### src/sv/tolerance_window_pair_matcher_macros.svh
// Assertion macros for the tolerance window pair matcher.
// Used by the top level; no other dependencies.
`ifndef TOLERANCE_WINDOW_PAIR_MATCHER_MACROS_SVH
`define TOLERANCE_WINDOW_PAIR_MATCHER_MACROS_SVH
`ifndef NO_ASSERTIONS
`define TWPM_ASSERT_IMPL(label, clk, rst_n, a, b) \
	label: assert property (@(posedge clk) disable iff (!rst_n) (a) |-> (b)) \
		else $error("twpm assertion failed");
`define TWPM_ASSERT_NEXT(label, clk, rst_n, a, b) \
	label: assert property (@(posedge clk) disable iff (!rst_n) (a) |=> (b)) \
		else $error("twpm assertion failed");
`else
`define TWPM_ASSERT_IMPL(label, clk, rst_n, a, b)
`define TWPM_ASSERT_NEXT(label, clk, rst_n, a, b)
`endif
`endif

### src/sv/twpm_ram.sv
// Generic single write, single read RAM with registered read data.
// No dependencies.
module twpm_ram #(
	parameter int WIDTH = 8,
	parameter int DEPTH = 16
) (
	input  logic                     clk,
	input  logic                     we,
	input  logic [$clog2(DEPTH)-1:0] waddr,
	input  logic [WIDTH-1:0]         wdata,
	input  logic [$clog2(DEPTH)-1:0] raddr,
	output logic [WIDTH-1:0]         rdata
);
	logic [WIDTH-1:0] mem [DEPTH];

	always_ff @(posedge clk) begin
		if (we) begin
			mem[waddr] <= wdata;
		end
		rdata <= mem[raddr];
	end
endmodule

### config.mk
export PLATFORM = sky130hd
export DESIGN_NAME = twpm_ram
export DESIGN_NICKNAME = d
export VERILOG_FILES = /design/src/sv/tolerance_window_pair_matcher_macros.svh /design/src/sv/twpm_ram.sv
export SDC_FILE = /design/constraint.sdc
export NUM_CORES = 1
export LEC_CHECK = 0
export BUFFER_PORTS_ARGS = -buffer_cell sky130_fd_sc_hd__buf_2
export CORE_ASPECT_RATIO = 1.75
export CORE_UTILIZATION = 35
export DETAILED_ROUTE_END_ITERATION = 10
export GPL_TIMING_DRIVEN = 1
export SYNTH_ARGS = -nofsm -noshare
export SYNTH_HDL_FRONTEND = slang
export SYNTH_SLANG_ARGS = --single-unit
### constraint.sdc
create_clock -name clk -period 2.1 [get_ports clk]
set_input_delay 0.105 -clock clk [delete_from_list [all_inputs] [get_ports clk]]
set_output_delay 0.105 -clock clk [all_outputs]
set_load 0.005 [all_outputs]
==> impl_metrics.toml, run 1 <==
[status]
status = "finished clean"

[floorplan]
die_w_um = 93.7
boundaryPins = 26
rows = 58
start_util_pct = 35.8
core-area_um2 = 14400
die-area_um2 = 15200
die_h_um = 162

[global_routing]
grt_pass1_wl_um = 14600
track_usage_pct = 14.1
antenna_found_initial = 0
gr-total-overflow = 0
grt_max_degree = 33
grt_pass1_vias = 2613

[critical_path]
slowest_delay_ns = 0.50
slowest_stage = "mux4_1"
crit_required_ns = 2.39
crit_type = "flop to flop"
crit_buf_inv = 0
end_kind = "flop"
arrival_ns = 1.64
path_max_fanout = 1
worstPathCellList = "mux4_1, a22oi_1, nand2_1"
critical-path-top-delay-family = "multiplexers"
worstSetupStartpointType = "flop"

[route]
drtIter0Drc = 228
via_count = 2432
via_per_inst = 5.09
drc = 0
routedWlPerCell_um = 20.5
ant_nets = 0
drt_pre_antenna_iters = 4
wl_um = 9780

[logic_synthesis]
syn_nets = 247
seq_area_frac_synth_pct = 77.8
ys_seq_elements = 136
synth_edf_count = 128
ys.warnings.count = 0
synth_area_um2 = 5150
synthArstFlopShare_pct = 0
synth_top_area_cell = "edfxtp_1"
synth-main-ff-cell = "edfxtp_1"
synth_cell_type_count = 19
synthCells = 229
synth_area_per_cell_um2 = 22.5
synth_common_cells = "edfxtp_1, mux4_2, a22oi_1"
yosysMostFrequentCell = "edfxtp_1"
yosysTopAreaCellShare_pct = 74.7
synth.area.top_cells = "edfxtp_1, mux4_2, mux4_1"

[placement]
dpl_cell_area_um2 = 5600
dp_hpwl_um = 6640
finalWeightedCongestion = 0.753
io_buffers = 25
dp_cells = 446
pre_cts_slack_ns = 0.482

[layout]
areaGrowthSynthToFinish_pct = 20.2
diodes = 0
layout.nets = 303
fin_cells = 478
layout-drive-gt1-share_pct = 31.9
final_cell_area_um2 = 6190

[timing]
min_period_over_period_pct = 64.4
fin_skew_ns = 0.00435
fin_ws_ns = 0.747
fmax_mhz = 739
fin_tns_setup_ns = 0
worst_pin_slew_ns = 0.720
timing_hold_violations_final = 0
whs_ns = 0.0845
final-setup-viol-count = 0
maxSlewHeadroom_pct = 51.9
slew_viol_final = 0
rsz0062_at_grt = "false"
period_minus_slack_ns = 1.35

[power]
ir_worst_vdd_mv = 0.562
leakagePower_uw = 0.00210
power_density_nw_per_um2 = 1010

[clock_tree]
path_clk_slew_ns = 0.06
postCtsSetupBuffers = 0
cts_sinks = 136
cts_root_buf = "clkbuf_16"
clockBufferDepth = 2
post_cts_resized = 0
cts_tree = "built"
cts_buffers = 17
h-tree-depth = 4
hold_buffers = 0
worstSkewPairLatency_ns = 0.41

[worst_hold_path]
hold_class = "input port to flop"

[run]
max_cap_viol_count = 0
where the power goes:
part | switching, uW | leakage, uW | internal [uW]
clock | 1050 | 0.000277 | 1850
combinational | 155 | 0.000597 | 123
sequential | 15.9 | 0.00122 | 3040
state kept, by name (all words and copies together) (netlist names):
signal	count
mem	128
rdata	8
area by class of cell:
| cell class | instances | area [um2] |
|---|---|---|
| sequential | 136 | 4000 |
| fill | 1275 | 8180 |
| multi-input combinational | 83 | 1060 |
| tap | 180 | 225 |
| timing repair buffer | 47 | 315 |
| clock buffer | 18 | 429 |
| clock inverter | 14 | 156 |
worst reg2reg max path, stage by stage (launching register included):
cell and delay (ns):
edfxtp_1 0.40, mux4_1 0.50, a22oi_1 0.24, nand2_1 0.09
cells by family after synthesis:
| group | after synthesis | share of synthesized area, % |
|---|---|---|
| multiplexers | 32 | 15.0 |
| AND/OR/NAND/NOR | 35 | 3.18 |
| AO/OA/AOI/OAI | 16 | 2.33 |
| flip-flops | 136 | 77.8 |
| buffers and inverters | 10 | 1.68 |
metrics by stage:
| step | total power [uW] | utilization, % |
|---|---|---|
| after detailed placement | 3390 | 39.0 |
| after global placement | 3390 | 39.0 |
| after global routing | 6410 | 43.1 |
| after floorplan | 3260 | - |
| after CTS | 6290 | 43.1 |
| final | 6230 | 43.1 |
cells in the final DEF (no fill, tap or decap), types with 8 or more instances in the layout:
cell,netlist,layout
edfxtp_1,128,128
buf_2,3,25
buf_4,1,20
mux4_2,18,18
clkbuf_16,0,17
a22oi_1,16,16
mux4_1,14,14
nor2_1,13,13
nand2_1,9,9
dfxtp_1,8,8
worst paths after layout:
check	startpoint	to	slack, ns	depth (start not counted)
setup / recovery	mem[2][1]	rdata[1]	0.75	3
hold / removal	wdata[7]	mem[11][7]	0.08	1
setup reg to reg	mem[2][1]	rdata[1]	0.75	3
hold reg to reg	mem[14][4]	rdata[4]	0.66	3
routing by layer:
layer / part of all wire, % / track usage, % / vias to the layer above
li1: - / - / 1083
met1: 36 / 13.9 / 1247
met2: 56 / 25.6 / 77
met3: 4.2 / 3.64 / 25
met4: 3.5 / 8.60 / 0
met5: 0 / 0 / -
Power figures use the tool's default switching activity.
==> inputs of run 2 (changes only) <==
--- a/config.mk
+++ b/config.mk
@@ -5,6 +5,7 @@
 export SDC_FILE = /design/constraint.sdc
 export NUM_CORES = 1
 export LEC_CHECK = 0
+export ABC_AREA = 1
 export BUFFER_PORTS_ARGS = -buffer_cell sky130_fd_sc_hd__buf_2
 export CORE_ASPECT_RATIO = 1.75
 export CORE_UTILIZATION = 35
==> constraint.sdc (replaced) <==
create_clock -name clk -period 1.3 [get_ports clk]
set_input_delay 0.065 -clock clk [delete_from_list [all_inputs] [get_ports clk]]
set_output_delay 0.065 -clock clk [all_outputs]
set_load 0.005 [all_outputs]
==> impl_metrics.toml, run 2 <==
[timing]
fin_skew_ns = 0.00989
final-setup-viol-count = 0
rsz0062_at_grt = "false"
maxSlewHeadroom_pct = 74.7
timing_hold_violations_final = 0
period_minus_slack_ns = 0.995
fin_tns_setup_ns = 0
min_period_over_period_pct = 76.5
whs_ns = 0.0580
slew_viol_final = 0
fmax_mhz = 1000
worst_pin_slew_ns = 0.380

[clock_tree]
worstSkewPairLatency_ns = 0.41
postCtsSetupBuffers = 0
cts_root_buf = "clkbuf_16"
clockBufferDepth = 2
hold_buffers = 0
cts_sinks = 136
path_clk_slew_ns = 0.06
h-tree-depth = 4
post_cts_resized = 0
cts_buffers = 17
cts_tree = "built"

[logic_synthesis]
synth.area.top_cells = "edfxtp_1, nand2_1, nand3_1"
yosysTopAreaCellShare_pct = 66.7
synthArstFlopShare_pct = 0
synth_area_um2 = 5770
ys.warnings.count = 0
synth_cell_type_count = 12
syn_nets = 569
yosysMostFrequentCell = "nand2_1"
seq_area_frac_synth_pct = 69.4
synth_top_area_cell = "edfxtp_1"
synth_area_per_cell_um2 = 10.5
ys_seq_elements = 136
synth_common_cells = "nand2_1, edfxtp_1, inv_1"
synth_edf_count = 128
synthCells = 551
synth-main-ff-cell = "edfxtp_1"

[layout]
layout-drive-gt1-share_pct = 13.5
fin_cells = 802
diodes = 0
largest_register_ffs = 128
utilization_pct = 42.3
final_cell_mix = "nand2_1, edfxtp_1, inv_1"
top_regs = "mem x128, rdata x8"
layout.nets = 618
regMostFlops = "mem"
final_common_cell = "nand2_1"
areaGrowthSynthToFinish_pct = 17.5
num-fill-cells = 1515

[critical_path]
path_max_fanout = 1
slowest_stage = "dfxtp_1"
slowest_delay_ns = 0.38
crit_type = "flop to primary output"
crit_buf_inv = 1
critical-path-top-delay-family = "flip-flops"
crit_required_ns = 1.24
worstPathCellList = "buf_2"
worstSetupStartpointType = "flop"
end_kind = "primary output"
arrival_ns = 0.93

[route]
via_count = 3742
via_per_inst = 4.67
ant_nets = 0
drc = 0
routedWlPerCell_um = 15.9
drt_pre_antenna_iters = 5
wl_um = 12800
drtIter0Drc = 322

[worst_hold_path]
hold_class = "input port to flop"

[power]
p_sw_share_pct = 20.9
p_sw_uw = 2100
p_clk_share_pct = 44.9
combPwrFrac_pct = 5.9
ir_worst_vdd_mv = 0.752
leakagePower_uw = 0.00295
power_density_nw_per_um2 = 1480
power_frac_seq_pct = 49.2
p_int_uw = 7930

[floorplan]
die_w_um = 99.0
die_h_um = 172
start_util_pct = 36.0
boundaryPins = 26
core-area_um2 = 16000
rows = 61
die-area_um2 = 17000

[global_routing]
antenna_found_initial = 0
gr-total-overflow = 0
track_usage_pct = 16.0
grt_max_degree = 65
grt_pass1_vias = 3733
grt_pass1_wl_um = 19700

[status]
status = "finished clean"

[run]
max_cap_viol_count = 0

[placement]
io_buffers = 25
dp_cells = 770
finalWeightedCongestion = 0.809
dp_hpwl_um = 8330
-- run 2: path summary, 6_finish.rpt --
path,start,endpoint,slack [ns],cells past startpoint
max reg2reg,mem[13][4],rdata[4],0.34,6
min,wdata[0],mem[7][0],0.06,1
min reg2reg,mem[12][2],rdata[2],0.66,6
max,rdata[4],rdata[4],0.30,1
-- run 2: kinds of logic (layout without fill, tap and decap cells) --
| kind of cell | count (synthesis) | count (layout) | synth area share (%) |
|---|---|---|---|
| buf+inv | 126 | 188 | 9.52 |
| flops | 136 | 136 | 69.4 |
| simple gates | 289 | 289 | 21.0 |
-- run 2: area by class of cell --
cell class              instances  area [um2]  area share [%]
repair buffers                 54         380            5.61
inverters                     102         383            5.65
flip-flops and latches        136        4000            59.1
clock buffers                  21         450            6.65
multi-input cells             289        1210            17.9
well taps                     189         236            3.49
clock inverters                11         108            1.59
-- run 2: through the flow --
step / total power (uW) / area [um2] / setup WS, ns
floorplan: 5370 / 5770 / 0.284
global placement: 5610 / 6220 / 0.159
detailed placement: 5620 / 6220 / 0.154
CTS: 10100 / 6780 / 0.265
global route: 10400 / 6780 / 0.253
finish: 10000 / 6780 / 0.305
-- run 2: layer usage --
| layer | up-vias | track usage (%) | routed length, um |
|---|---|---|---|
| met2 | 113 | 29.7 | 7200 |
| met5 | - | 0 | 0 |
| met3 | 12 | 3.05 | 627 |
| met1 | 1745 | 16.8 | 4720 |
| met4 | 0 | 9.28 | 236 |
| li1 | 1872 | - | - |
-- run 2: power groups by stage --
stage          clock [uW]  sequential [uW]  combinational [uW]
5_1_grt              4780             4940                 657
4_1_cts              4570             4940                 596
2_1_floorplan           0             5020                 346
3_3_place_gp            0             5030                 586
6_report             4510             4940                 587
3_5_place_dp            0             5030                 593
