`config.mk`:
```
export PLATFORM = sky130hd
export DESIGN_NAME = twpm_div
export DESIGN_NICKNAME = d
export VERILOG_FILES = /design/src/sv/tolerance_window_pair_matcher_macros.svh /design/src/sv/twpm_pkg.sv /design/src/sv/twpm_div.sv
export SDC_FILE = /design/constraint.sdc
export NUM_CORES = 1
export LEC_CHECK = 0
export ABC_AREA = 0
export BUFFER_PORTS_ARGS = -buffer_cell sky130_fd_sc_hd__clkbuf_2
export CORE_MARGIN = 2
export CORE_UTILIZATION = 39
export DETAILED_ROUTE_END_ITERATION = 8
export PLACE_DENSITY = 0.63
export SYNTH_ARGS = -nofsm -noshare
export SYNTH_HDL_FRONTEND = slang
export SYNTH_SLANG_ARGS = --single-unit
```
`constraint.sdc`:
```
create_clock -name clk -period 3.67 [get_ports clk]
set_input_delay 0.1835 -clock clk [delete_from_list [all_inputs] [get_ports clk]]
set_output_delay 0.1835 -clock clk [all_outputs]
set_load 0.1 [all_outputs]
```
`src/sv/tolerance_window_pair_matcher_macros.svh`:
```
// Assertion macros for the tolerance window pair matcher.
// Used by the top level; no other dependencies.
`ifndef TOLERANCE_WINDOW_PAIR_MATCHER_MACROS_SVH
`define TOLERANCE_WINDOW_PAIR_MATCHER_MACROS_SVH
`ifndef NO_ASSERTIONS
`define TWPM_ASSERT_IMPL(label, clk, rst_n, a, b) \
	label: assert property (@(posedge clk) disable iff (!rst_n) (a) |-> (b)) \
		else $error("twpm assertion failed");
`define TWPM_ASSERT_NEXT(label, clk, rst_n, a, b) \
	label: assert property (@(posedge clk) disable iff (!rst_n) (a) |=> (b)) \
		else $error("twpm assertion failed");
`else
`define TWPM_ASSERT_IMPL(label, clk, rst_n, a, b)
`define TWPM_ASSERT_NEXT(label, clk, rst_n, a, b)
`endif
`endif

```
`src/sv/twpm_pkg.sv`:
```
// Shared constants and types for the tolerance window pair matcher.
// No dependencies.
package twpm_pkg;
	localparam int MAX_FEATURES = 4096;
	localparam int IDX_W = $clog2(MAX_FEATURES);
	localparam int CNT_W = IDX_W + 1;
	localparam int TIME_W = 20;
	localparam int MASS_W = 26;
	localparam int CHG_W = 4;
	localparam int HITS_W = 13;
	localparam int BEST_W = 12;
	localparam int CLASS_W = 2;
	localparam int OP_W = 2;
	localparam int FRAC_W = 17;
	localparam int REM_W = MASS_W + 1;
	localparam int SCORE_W = 2 * FRAC_W;
	localparam int ENTRY_W = TIME_W + MASS_W;
	localparam int ADDR_W = 3;

	localparam logic [TIME_W-1:0] TIME_TOL_RESET = TIME_W'(2000);
	localparam logic [MASS_W-1:0] MASS_TOL_RESET = MASS_W'(2500);

	localparam logic [OP_W-1:0] OP_CLEAR = 2'd0;
	localparam logic [OP_W-1:0] OP_LOAD = 2'd1;
	localparam logic [OP_W-1:0] OP_QUERY = 2'd2;

	localparam logic REG_TIME_TOL = 1'b0;
	localparam logic REG_MASS_TOL = 1'b1;

	typedef struct packed {
		logic busy;
		logic done;
	} div_stat_t;
endpackage

```
`src/sv/twpm_div.sv`:
```
// Restoring divider: floor(x * 2^16 / d) for x <= d, one quotient bit a cycle.
// Depends on twpm_pkg.
module twpm_div (
	input  logic                          clk,
	input  logic                          arst_n,
	input  logic                          start,
	input  logic [twpm_pkg::MASS_W-1:0]   dividend,
	input  logic [twpm_pkg::MASS_W-1:0]   divisor,
	output logic [twpm_pkg::FRAC_W-1:0]   quotient,
	output twpm_pkg::div_stat_t           stat
);
	localparam int STEP_W = $clog2(twpm_pkg::FRAC_W + 1);

	logic [twpm_pkg::REM_W-1:0]  rem_q;
	logic [twpm_pkg::MASS_W-1:0] div_q;
	logic [twpm_pkg::FRAC_W-1:0] quo_q;
	logic [STEP_W-1:0]           step_q;
	logic                        first_q;
	logic                        busy_q;
	logic                        done_q;
	logic [twpm_pkg::REM_W-1:0]  trial;
	logic                        ge;

	// first step takes the integer bit without a shift
	assign trial = first_q ? rem_q : {rem_q[twpm_pkg::REM_W-2:0], 1'b0};
	assign ge = trial >= {1'b0, div_q};

	always_ff @(posedge clk or negedge arst_n) begin
		if (!arst_n) begin
			busy_q <= 1'b0;
			done_q <= 1'b0;
			step_q <= '0;
			first_q <= 1'b0;
		end else begin
			done_q <= 1'b0;
			if (start) begin
				busy_q <= 1'b1;
				first_q <= 1'b1;
				step_q <= STEP_W'(twpm_pkg::FRAC_W);
			end else if (busy_q) begin
				first_q <= 1'b0;
				step_q <= step_q - STEP_W'(1);
				if (step_q == STEP_W'(1)) begin
					busy_q <= 1'b0;
					done_q <= 1'b1;
				end
			end
		end
	end

	always_ff @(posedge clk) begin
		if (start) begin
			rem_q <= {1'b0, dividend};
			div_q <= divisor;
			quo_q <= '0;
		end else if (busy_q) begin
			rem_q <= ge ? trial - {1'b0, div_q} : trial;
			quo_q <= {quo_q[twpm_pkg::FRAC_W-2:0], ge};
		end
	end

	assign quotient = quo_q;
	assign stat = '{busy: busy_q, done: done_q};
endmodule

```
==> implementation parameters, run 1 <==
Parameter                              Value

Final layout
  Final core utilization ... 0.481
  Syn-to-layout area delta ... 21.6%
  Final nets ... 684
  Area of the multi-input gates ... about 2600 sq um
  Commonest non-fill, non-tap cell in the layout ... clkbuf_2
  Post-layout instance count excluding filler cells ... 776
  Commonest cells after routing, fill and taps aside ... 73 x clkbuf_2, 57 x nor2_1, 56 x nand2_1
  Layout cells sized above 1 ... 0.233
  Fillers ... around 1,200
  Antenna cells ... 0
  Storage element area ... 2120 sq um

STA
  RSZ-0062 raised after global routing ... no
  Worst slack on hold paths ... roughly 17 ps
  Relative slew slack ... 0.508
  Post-route setup TNS ... 0 ps
  Portion of the clock cycle consumed by the worst path in the final layout ... 0.930
  Final Skew ... 8.28 ps
  Final Hold Viols ... 0
  Tightest Pin Transition ... 737 ps
  Max frequency ... 293 MHz
  Final setup violation count ... 0
  Pins Over Slew Limit ... 0
  Shortest clock period the worst path allows after layout ... 3410 ps

Route
  Drt first-iter violations ... 136
  Post-Route WL ... 11,300 microns
  Wirelength per Cell ... 14.5 microns
  Number of vias in the routed layout ... 3,939
  First-pass detailed-route iteration total ... 4
  Detail-routed via count per cell ... around 5
  Number of routed nets with antenna violations ... 0
  Final routed DRC violation total ... 0

Floorplan
  Area enclosed by the die boundary ... 13,600 sq um
  Core Region ... 12,500 sq um
  Initial Util ... 0.396
  Die Y-Extent ... roughly 120 microns
  Row count ... 41
  Horiz. Die Dim ... 116 microns
  Top-level port count ... 74

Clock tree
  Library cell used as clock root buffer ... clkbuf_16
  CTS sink count ... 78
  Worst-case clock buffer depth ... 2
  CTS HTree Levels ... 3
  Post-CTS Setup Repair Bufs ... 0
  Number of clock buffers inserted by TritonCTS ... 9
  Hold-fix buffers at CTS ... 20
  Clock latency reported for the late side of the worst-skew pair ... 350 ps
  TritonCTS clock tree ... yes
  Post-CTS sizing ... 0
  Clk pin slew, worst setup/hold paths ... roughly 60 ps

Setup path
  Worst-path fanout max ... 28
  Cell-by-cell listing of the critical path ... buf_12, mux2_2, ha_1, a21o_1, o32ai_1, a21oi_2, a211oi_2, o311ai_1, a21oi_2, xnor2_1, a221o_1
  Critical path's slowest cell ... a211oi_2
  CP most frequent cell ... a21oi_2
  Crit path required time ... 3760 ps
  CP Launch Type ... register
  Critical path type ... register to register
  Arrival time of the worst setup path ... 3500 ps
  Worst path max stage delay ... 460 ps
  Worst setup path startpoint ... first_q$_DFFE_PN0P_
  Kind of cell adding the most delay to the critical path ... compound AO/OA/AOI/OAI gates
  WP buf/inv ... 1
  Launch point of the worst reg-to-reg path ... first_q$_DFFE_PN0P_
  Crit path capture type ... register

Outcome
  Outcome ... complete, no violations

Logic synthesis
  Number of synthesized flops with an enable pin ... 52
  Distinct cells, synth ... 61
  Post-synthesis net count ... 593
  Number of synthesized register bits ... between 70 and 80
  Share of Yosys cell area claimed by the top area cell type ... 0.316
  Share of async-settable or async-resettable flops after synthesis ... 0.103
  Sequential-to-total area share from yosys stat ... 0.430
  Primary flip-flop cell chosen by synthesis mapping ... edfxtp_1
  Synth warn ... 0
  Cell taking the most area after synthesis ... edfxtp_1
  Post-synthesis cell area ... 4930 sq um
  Leading cell types by total area after synthesis ... edfxtp_1 32%, ha_1 7.4%, dfxtp_1 7.3%
  Mean instance size in the synthesized netlist ... 9.71 sq um
  Post-Synthesis Cells ... 508

Global route
  Wire length of the first global-routing pass ... 18,400 microns
  Grt ovf ... 0
  Antenna violations before repair ... 0
  Number of global-route vias before repair ... 3,881
  Tot GR Track Use ... 0.174
  Maximum number of pins on one net before global-route repair ... 65

Place
  Routability-driven placement congestion ratio ... slightly below 0.9
  Port-buffer cells ... 73
  Number of cells in the design after placement ... between 700 and 800
  DP Wirelength ... just over 8000 microns

Min path
  Hold_sp ... divisor[8]
  Path category of the worst min-delay check ... input pin to register

Power and ir drop
  Leakage power of the design ... 2.68 nW
  Peak supply drop ... 0.378 mV
  Power density over the cells ... about 840 nW/um^2

Run
  Max-cap violations ... 0
==> registers in the layout, summed over array words and instances (netlist names) <==
register and flops:
rem_q 27, div_q 26, quotient 17, step_q 5
busy_q 1, done_q 1, first_q 1
==> where the power goes <==
group,leakage (nW),switching [W],internal (W)
Clock,0.157,0.000369,0.000543
Sequential,0.767,0.000128,0.00122
Combinational,1.76,0.00164,0.00115
Total,2.68,0.00214,0.00291
==> final timing paths <==
path | to | slack, ps | cells after the start
min reg2reg | quotient[16]$_SDFFE_PP0P_ | 500 | 2
min in group asynchronous | step_q[1]$_DFFE_PN0P_ | 220 | 2
max in group asynchronous | step_q[3]$_DFFE_PN0P_ | 3270 | 2
max | rem_q[22]$_DFFE_PP_ | 260 | 11
min | div_q[8]$_DFFE_PP_ | 20 | 1
max reg2reg | rem_q[22]$_DFFE_PP_ | 260 | 11
==> per-layer routing <==
layer / up-vias / track usage / part of all wire
li1: 2003 / - / -
met1: 1848 / 0.217 / 0.46
met2: 72 / 0.293 / 0.49
met3: 16 / 0.0446 / 0.039
met4: 0 / 0.0627 / 0.019
met5: - / 0 / 0
==> final cells by class <==
class | count | area share
multi-input cells | 369 | 0.426
flip-flops and latches | 78 | 0.354
repair buffers | 103 | 0.109
clock buffers | 11 | 0.0459
well taps | 172 | 0.0359
inverters | 38 | 0.0238
clock inverters | 5 | 0.00584
==> kinds of logic after synthesis <==
family | after synthesis | share of synthesized area
AOI/OAI and AO/OA | 117 | 0.165
xor gates and xnor gates | 21 | 0.0373
adders and majority gates | 30 | 0.0776
buffers and inverters | 61 | 0.0517
DFF | 78 | 0.430
muxes | 47 | 0.102
and+or+nand+nor | 154 | 0.137
==> synth_stat cells (14+ instances only) <==
master    count
nor2_1       57
nand2_1      56
edfxtp_1     52
inv_1        38
ha_1         29
a21oi_1      28
mux2_2       27
mux2i_1      20
dfxtp_1      18
xnor2_1      15
a31oi_1      14
o21ai_0      14
==> metrics by stage <==
step                power (W)  instance area (sq um)  setup slack [ps]
floorplan             0.00355                   4930               306
global placement      0.00407                   5490               373
detailed placement    0.00411                   5490               324
CTS                   0.00506                   6000               293
global route          0.00544                   6000              71.1
finish                0.00505                   6000               259
Note: power is estimated with default switching activity, not from simulation.
==> run 2, diff against run 1 <==
Settings changed: CORE_MARGIN 2 to default, SKIP_LAST_GASP from default to 1.
Clock period 3.67 ns to 4.1 ns, I/O delays scaled along.
==> run 2 against run 1 <==
  * Sequential share of layout area increased by 1.4 points
  * Clock skew increased by 3.8 ps
  * Register-to-register slack improved by 320 ps
  * Worst hold slack improved by 10 ps
  * Sequential cell count unchanged
  * Fmax decreased by 3.1%
  * Clock power decreased by 15%
  * Combinational power decreased by 11%
  * Worst setup slack improved by 320 ps
  * Clock-buffer cell count unchanged
==> implementation parameters, run 2 (same netlist as run 1, synthesis figures left out) <==
Parameter                              Value

Outcome
  Outcome ... complete, no violations

Clock tree
  Clock latency reported for the late side of the worst-skew pair ... 350 ps (about the same)
  Library cell used as clock root buffer ... clkbuf_16
  TritonCTS clock tree ... yes
  CTS sink count ... 78 (unchanged)
  Clk pin slew, worst setup/hold paths ... 70 ps (about the same)
  CTS HTree Levels ... 3 (unchanged)
  Number of clock buffers inserted by TritonCTS ... 9 (unchanged)
  Worst-case clock buffer depth ... 2 (unchanged)
  Post-CTS sizing ... 0 (unchanged)

STA
  Final Hold Viols ... 0 (unchanged)
  Final Skew ... 12.0 ps (+3.77 ps)
  RSZ-0062 raised after global routing ... no
  Max frequency ... 284 MHz (-3.1%)
  Relative slew slack ... 0.186 (-0.322)
  Shortest clock period the worst path allows after layout ... 3520 ps (+107 ps)
  Pins Over Slew Limit ... 0 (unchanged)
  Tightest Pin Transition ... 1220 ps (+480 ps)
  Worst slack on hold paths ... 27.0 ps (+10.4 ps)
  Final setup violation count ... 0 (unchanged)
  Portion of the clock cycle consumed by the worst path in the final layout ... 0.858 (-0.0713)
  Post-route setup TNS ... 0 ps (unchanged)

Route
  Detail-routed via count per cell ... 5.12 (+0.94%)
  Drt first-iter violations ... 167 (+23%)
  Number of vias in the routed layout ... 3,853 (-2.2%)
  Number of routed nets with antenna violations ... 0 (unchanged)
  First-pass detailed-route iteration total ... 4 (unchanged)
  Wirelength per Cell ... 14.9 microns (+2.6%)
  Final routed DRC violation total ... 0 (unchanged)
  Post-Route WL ... 11,200 microns (-0.57%)

Final layout
  Syn-to-layout area delta ... 17.0%
  Antenna cells ... 0 (unchanged)
  Layout cells sized above 1 ... 0.238 (+0.00457)
  Storage element area ... 2120 sq um (unchanged)
  Final nets ... 664 (-2.9%)
  Largest register FFs ... 27 (unchanged)
  Area of the multi-input gates ... 2560 sq um (unchanged)
  Commonest non-fill, non-tap cell in the layout ... clkbuf_2
  Fillers ... 1,181 (+0.43%)
  Register ranked first by flip-flop count ... rem_q
  Commonest cells after routing, fill and taps aside ... 73 x clkbuf_2, 57 x nor2_1, 56 x nand2_1

Power and ir drop
  Cell Int Power ... 0.00255 W (-13%)
  Proportion of power drawn by flip-flops and latches ... 0.272 (+0.004)
  Switching portion of total power ... 0.428 (+0.00479)
  Power density over the cells ... 771 nW/um^2 (-8.4%)
  Peak supply drop ... 0.241 mV (-36%)
  Leakage power of the design ... 2.58 nW (-3.6%)
  Net load switching power ... 0.00191 W (-11%)
  Share of total power in the clock network ... 0.173 (-0.008)
  Relative contribution of combinational cells to total power ... 0.554 (+0.002)

Setup path
  Crit path required time ... 4270 ps (+510 ps)
  Crit path capture type ... register
  Worst-path fanout max ... 28 (unchanged)
  Critical path type ... register to register
  CP Launch Type ... register
  Arrival time of the worst setup path ... 3690 ps (+190 ps)
  Worst Reg-to-Reg Cells ... 11 (unchanged)

Floorplan
  Area enclosed by the die boundary ... 13,100 sq um (-3.4%)
  Row count ... 40 (-2.4%)
  Initial Util ... 0.406 (+0.00990)
  Top-level port count ... 74 (unchanged)
  Horiz. Die Dim ... 114 microns (-1.7%)
  Die Y-Extent ... 114 microns (-1.7%)
  Core Region ... 12,200 sq um (-2.4%)

Place
  Port-buffer cells ... 73 (unchanged)
  DP Wirelength ... 7980 microns (-1.8%)
  Routability-driven placement congestion ratio ... 0.840 (-3.1%)

Min path
  Path category of the worst min-delay check ... input pin to register
  Hold Crit Depth ... 1 (unchanged)

Global route
  Wire length of the first global-routing pass ... 18,600 microns (+1.2%)
  Number of global-route vias before repair ... 3,936 (+1.4%)
  Antenna violations before repair ... 0 (unchanged)
  Maximum number of pins on one net before global-route repair ... 65 (unchanged)
  Grt ovf ... 0 (unchanged)
  Tot GR Track Use ... 0.183 (+0.00898)

Run
  Max-cap violations ... 0 (unchanged)
[run 2: changes by cell type in the layout (fill, tap and decap cells not counted), sizes merged]
| cell | delta |
|---|---|
| buf | -1 |
| clkinv | +1 |
| dlygate4sd3 | -19 |
| inv | -1 |
[run 2: final timing paths]
check | slack, ps | endpoint | start
min in group asynchronous | 240 | first_q$_DFFE_PN0P_ | arst_n
setup reg to reg | 580 | rem_q[8]$_DFFE_PP_ | first_q$_DFFE_PN0P_
hold / removal | 30 | div_q[25]$_DFFE_PP_ | divisor[25]
setup / recovery | 580 | rem_q[8]$_DFFE_PP_ | first_q$_DFFE_PN0P_
max in group asynchronous | 3680 | step_q[3]$_DFFE_PN0P_ | arst_n
hold reg to reg | 500 | quotient[16]$_SDFFE_PP0P_ | quotient[16]$_SDFFE_PP0P_
[run 2: stage by stage]
step           cells  utilization  setup WS [ps]  cell area [sq um]  total power (W)
2_1_floorplan    508            -            736               4930          0.00317
3_3_place_gp     735        0.450            687               5480          0.00362
3_5_place_dp     735        0.450            612               5480          0.00367
4_1_cts          752        0.475            576               5770          0.00447
5_1_grt          752        0.475            255               5770          0.00482
6_report         752        0.475            581               5770          0.00445
[run 2: layout make-up]
| class | instances | share of cell area |
|---|---|---|
| Multi-Input combinational cell | 369 | 0.443 |
| Sequential cell | 78 | 0.368 |
| Timing Repair Buffer | 83 | 0.0789 |
| Clock buffer | 11 | 0.0440 |
| Tap cell | 168 | 0.0364 |
| Inverter | 38 | 0.0247 |
| Clock inverter | 5 | 0.00542 |
[run 2: repair_timing]
action	4_1_cts	5_1_grt
hold buffers	1	0
buffers inserted	0	0
endpoints found under the hold margin	8	0
[run 2: metal layers]
| layer | vias up | track usage | wire (microns) |
|---|---|---|---|
| met5 | - | 0 | 0 |
| met4 | 0 | 0.0658 | 177 |
| met3 | 13 | 0.0487 | 391 |
| met2 | 59 | 0.303 | 5240 |
| met1 | 1824 | 0.230 | 5400 |
| li1 | 1957 | - | - |
[run 2: power groups by stage]
stage / Clock [W] / Combinational (W) / Sequential (W)
after global routing: 0.000822 / 0.00276 / 0.00124
after CTS: 0.000791 / 0.00247 / 0.00121
after floorplan: 0 / 0.00191 / 0.00126
after detailed placement: 0 / 0.00244 / 0.00122
after global placement: 0 / 0.00240 / 0.00122
final: 0.000771 / 0.00247 / 0.00121
[run 2: critical path, stage by stage, from the launching register on]
cell	delay, ps
dfrtp_1	370
buf_12	210
mux2_2	370
ha_1	420
a21oi_1	130
o21ai_1	280
a211oi_1	130
o21ai_1	410
or2_1	460
buf_4	280
nor2_1	60
o31ai_1	210
==> run 3, diff against run 2 <==
Settings changed: CELL_PAD_IN_SITES_DETAIL_PLACEMENT from default to 0, CELL_PAD_IN_SITES_GLOBAL_PLACEMENT from default to 1, CORE_MARGIN from default to 4, PLACE_DENSITY 0.63 to 0.77.
==> run 3 against run 2 <==
  * Sequential share of layout area decreased by 0.37 points
  * Sequential cell count did not move
  * Total power is 3.1% higher
  * Critical path depth is the same
  * Global-route usage is 2.1 points lower
  * Clock skew decreased by 2.9 ps
  * Combinational power about the same
  * Non-clock buffer count decreased by 1
  * Sequential power about the same
  * Die area increased by 11%
  * Final cell count shrank 0.13%
  * Wire length grew 1.3%
  * Largest cell class unchanged
==> implementation parameters, run 3 (same netlist as run 1, synthesis figures left out) <==
Parameter                              Value

Clock tree
  Worst-case clock buffer depth ... 2 (unchanged)
  Number of clock buffers inserted by TritonCTS ... 9 (unchanged)
  Post-CTS Setup Repair Bufs ... 0 (unchanged)
  Clock latency reported for the late side of the worst-skew pair ... 350 ps (about the same)
  CTS HTree Levels ... 3 (unchanged)
  Hold-fix buffers at CTS ... 1 (unchanged)
  Post-CTS sizing ... 0 (unchanged)
  CTS sink count ... 78 (unchanged)
  Clk pin slew, worst setup/hold paths ... 60 ps (about the same)
  TritonCTS clock tree ... yes
  Library cell used as clock root buffer ... clkbuf_16

Power and ir drop
  Peak supply drop ... 0.303 mV (+26%)
  Leakage power of the design ... 2.61 nW (+0.92%)
  Power density over the cells ... 788 nW/um^2 (+2.1%)

Floorplan
  Area enclosed by the die boundary ... 14,500 sq um (+11%)
  Row count ... 40 (unchanged)
  Core Region ... 12,200 sq um (+0.41%)
  Horiz. Die Dim ... 120 microns (+5.2%)
  Top-level port count ... 74 (unchanged)
  Die Y-Extent ... 120 microns (+5.2%)
  Initial Util ... 0.404 (-0.00166)

Setup path
  Worst Reg-to-Reg Cells ... 11 (unchanged)
  Critical path type ... register to register
  Crit path required time ... 4290 ps (+20 ps)
  Worst-path fanout max ... 28 (unchanged)
  CP Launch Type ... register
  Arrival time of the worst setup path ... 3870 ps (+180 ps)
  Crit path capture type ... register

Final layout
  Syn-to-layout area delta ... 18.2%
  Layout Cell Area excl Fill ... 5830 sq um (+1.0%)
  Register ranked first by flip-flop count ... rem_q
  Final nets ... 663 (-0.15%)
  Commonest cells after routing, fill and taps aside ... 73 x clkbuf_2, 57 x nor2_1, 56 x nand2_1
  Layout cells sized above 1 ... 0.237 (-0.00131)
  Commonest non-fill, non-tap cell in the layout ... clkbuf_2
  Antenna cells ... 0 (unchanged)
  Largest register FFs ... 27 (unchanged)

Route
  Final routed DRC violation total ... 0 (unchanged)
  Number of vias in the routed layout ... 3,860 (+0.18%)
  Number of routed nets with antenna violations ... 0 (unchanged)
  First-pass detailed-route iteration total ... 4 (unchanged)
  Post-Route WL ... 11,300 microns (+1.3%)
  Detail-routed via count per cell ... 5.14 (+0.32%)
  Wirelength per Cell ... 15.1 microns (+1.4%)
  Drt first-iter violations ... 257 (+54%)

STA
  Relative slew slack ... 0.488 (+0.301)
  Final setup violation count ... 0 (unchanged)
  Post-route setup TNS ... 0 ps (unchanged)
  Final Hold Viols ... 0 (unchanged)
  RSZ-0062 raised after global routing ... no
  Portion of the clock cycle consumed by the worst path in the final layout ... 0.897 (+0.0389)
  Minimum setup slack in the final design ... 421 ps (-160 ps)
  Pins Over Slew Limit ... 0 (unchanged)
  Tightest Pin Transition ... 769 ps (-449 ps)
  Final Skew ... 9.19 ps (-2.86 ps)
  Max frequency ... 272 MHz (-4.3%)
  Shortest clock period the worst path allows after layout ... 3680 ps (+160 ps)
  Worst slack on hold paths ... 30.2 ps (+3.24 ps)

Global route
  Tot GR Track Use ... 0.162 (-0.0215)
  Wire length of the first global-routing pass ... 19,000 microns (+1.9%)
  Grt ovf ... 0 (unchanged)
  Antenna violations before repair ... 0 (unchanged)
  Number of global-route vias before repair ... 3,916 (-0.51%)
  Maximum number of pins on one net before global-route repair ... 65 (unchanged)

Place
  Port-buffer cells ... 73 (unchanged)
  Area of placed instances ... 5470 sq um (-0.14%)
  DP Worst Slack ... 445 ps (-167 ps)
  DP Wirelength ... 8350 microns (+4.6%)
  Routability-driven placement congestion ratio ... 0.846 (+0.76%)

Run
  Max-cap violations ... 0 (unchanged)

Min path
  Hold Crit Depth ... 1 (unchanged)
  Path category of the worst min-delay check ... input pin to register

Outcome
  Outcome ... complete, no violations
run 3: cell types whose count changed in the layout (fill, tap and decap cells not counted):
cell       delta
clkbuf_16     +3
clkinv_2      -2
inv_4         -2
buf_4         -1
clkbuf_8      +1
clkinv_4      -1
inv_6         +1
run 3: area by class of cell:
cell class	count	area, sq um
tap	168	210
inverter	38	143
clock buffer	15	343
fill	1203	6380
multi-input combinational	369	2560
sequential	78	2120
clock inverter	1	8.76
timing repair buffer	82	448
run 3: per-stage QoR:
stage          total power (W)  utilization  instances
2_1_floorplan          0.00317            -        508
3_3_place_gp           0.00366        0.448        734
3_5_place_dp           0.00368        0.448        734
4_1_cts                0.00462        0.478        751
5_1_grt                0.00497        0.478        751
6_report               0.00459        0.478        751
run 3: worst paths after layout:
path / end / slack, ps / start
setup / recovery: rem_q[20]$_DFFE_PP_ / 420 / first_q$_DFFE_PN0P_
hold / removal: div_q[8]$_DFFE_PP_ / 30 / divisor[8]
setup reg to reg: rem_q[20]$_DFFE_PP_ / 420 / first_q$_DFFE_PN0P_
hold reg to reg: quotient[16]$_SDFFE_PP0P_ / 490 / quotient[16]$_SDFFE_PP0P_
max in group asynchronous: step_q[4]$_DFFE_PN0P_ / 3680 / arst_n
min in group asynchronous: step_q[0]$_DFFE_PN0P_ / 250 / arst_n
run 3: routing by layer:
metal	routed length [microns]	share of wire	track usage
met2	5310	0.47	0.261
met3	564	0.050	0.0435
met4	165	0.015	0.0475
met5	0	0	0
met1	5310	0.47	0.213
run 3: power by group:
group          switching (W)  internal (W)  total, W
registers           0.000113       0.00110   0.00121
clock network       0.000327      0.000577  0.000904
logic                0.00146       0.00102   0.00248
total                0.00190       0.00269   0.00459
run 3: critical path, cell delays in order, from the launching register on:
cell	delay, ps
dfrtp_1	320
buf_4	360
mux2_2	400
ha_1	430
a21oi_1	130
o21ai_1	300
a211oi_1	130
o21ai_1	450
nor2_2	230
buf_4	230
or3_1	380
a31oi_1	160
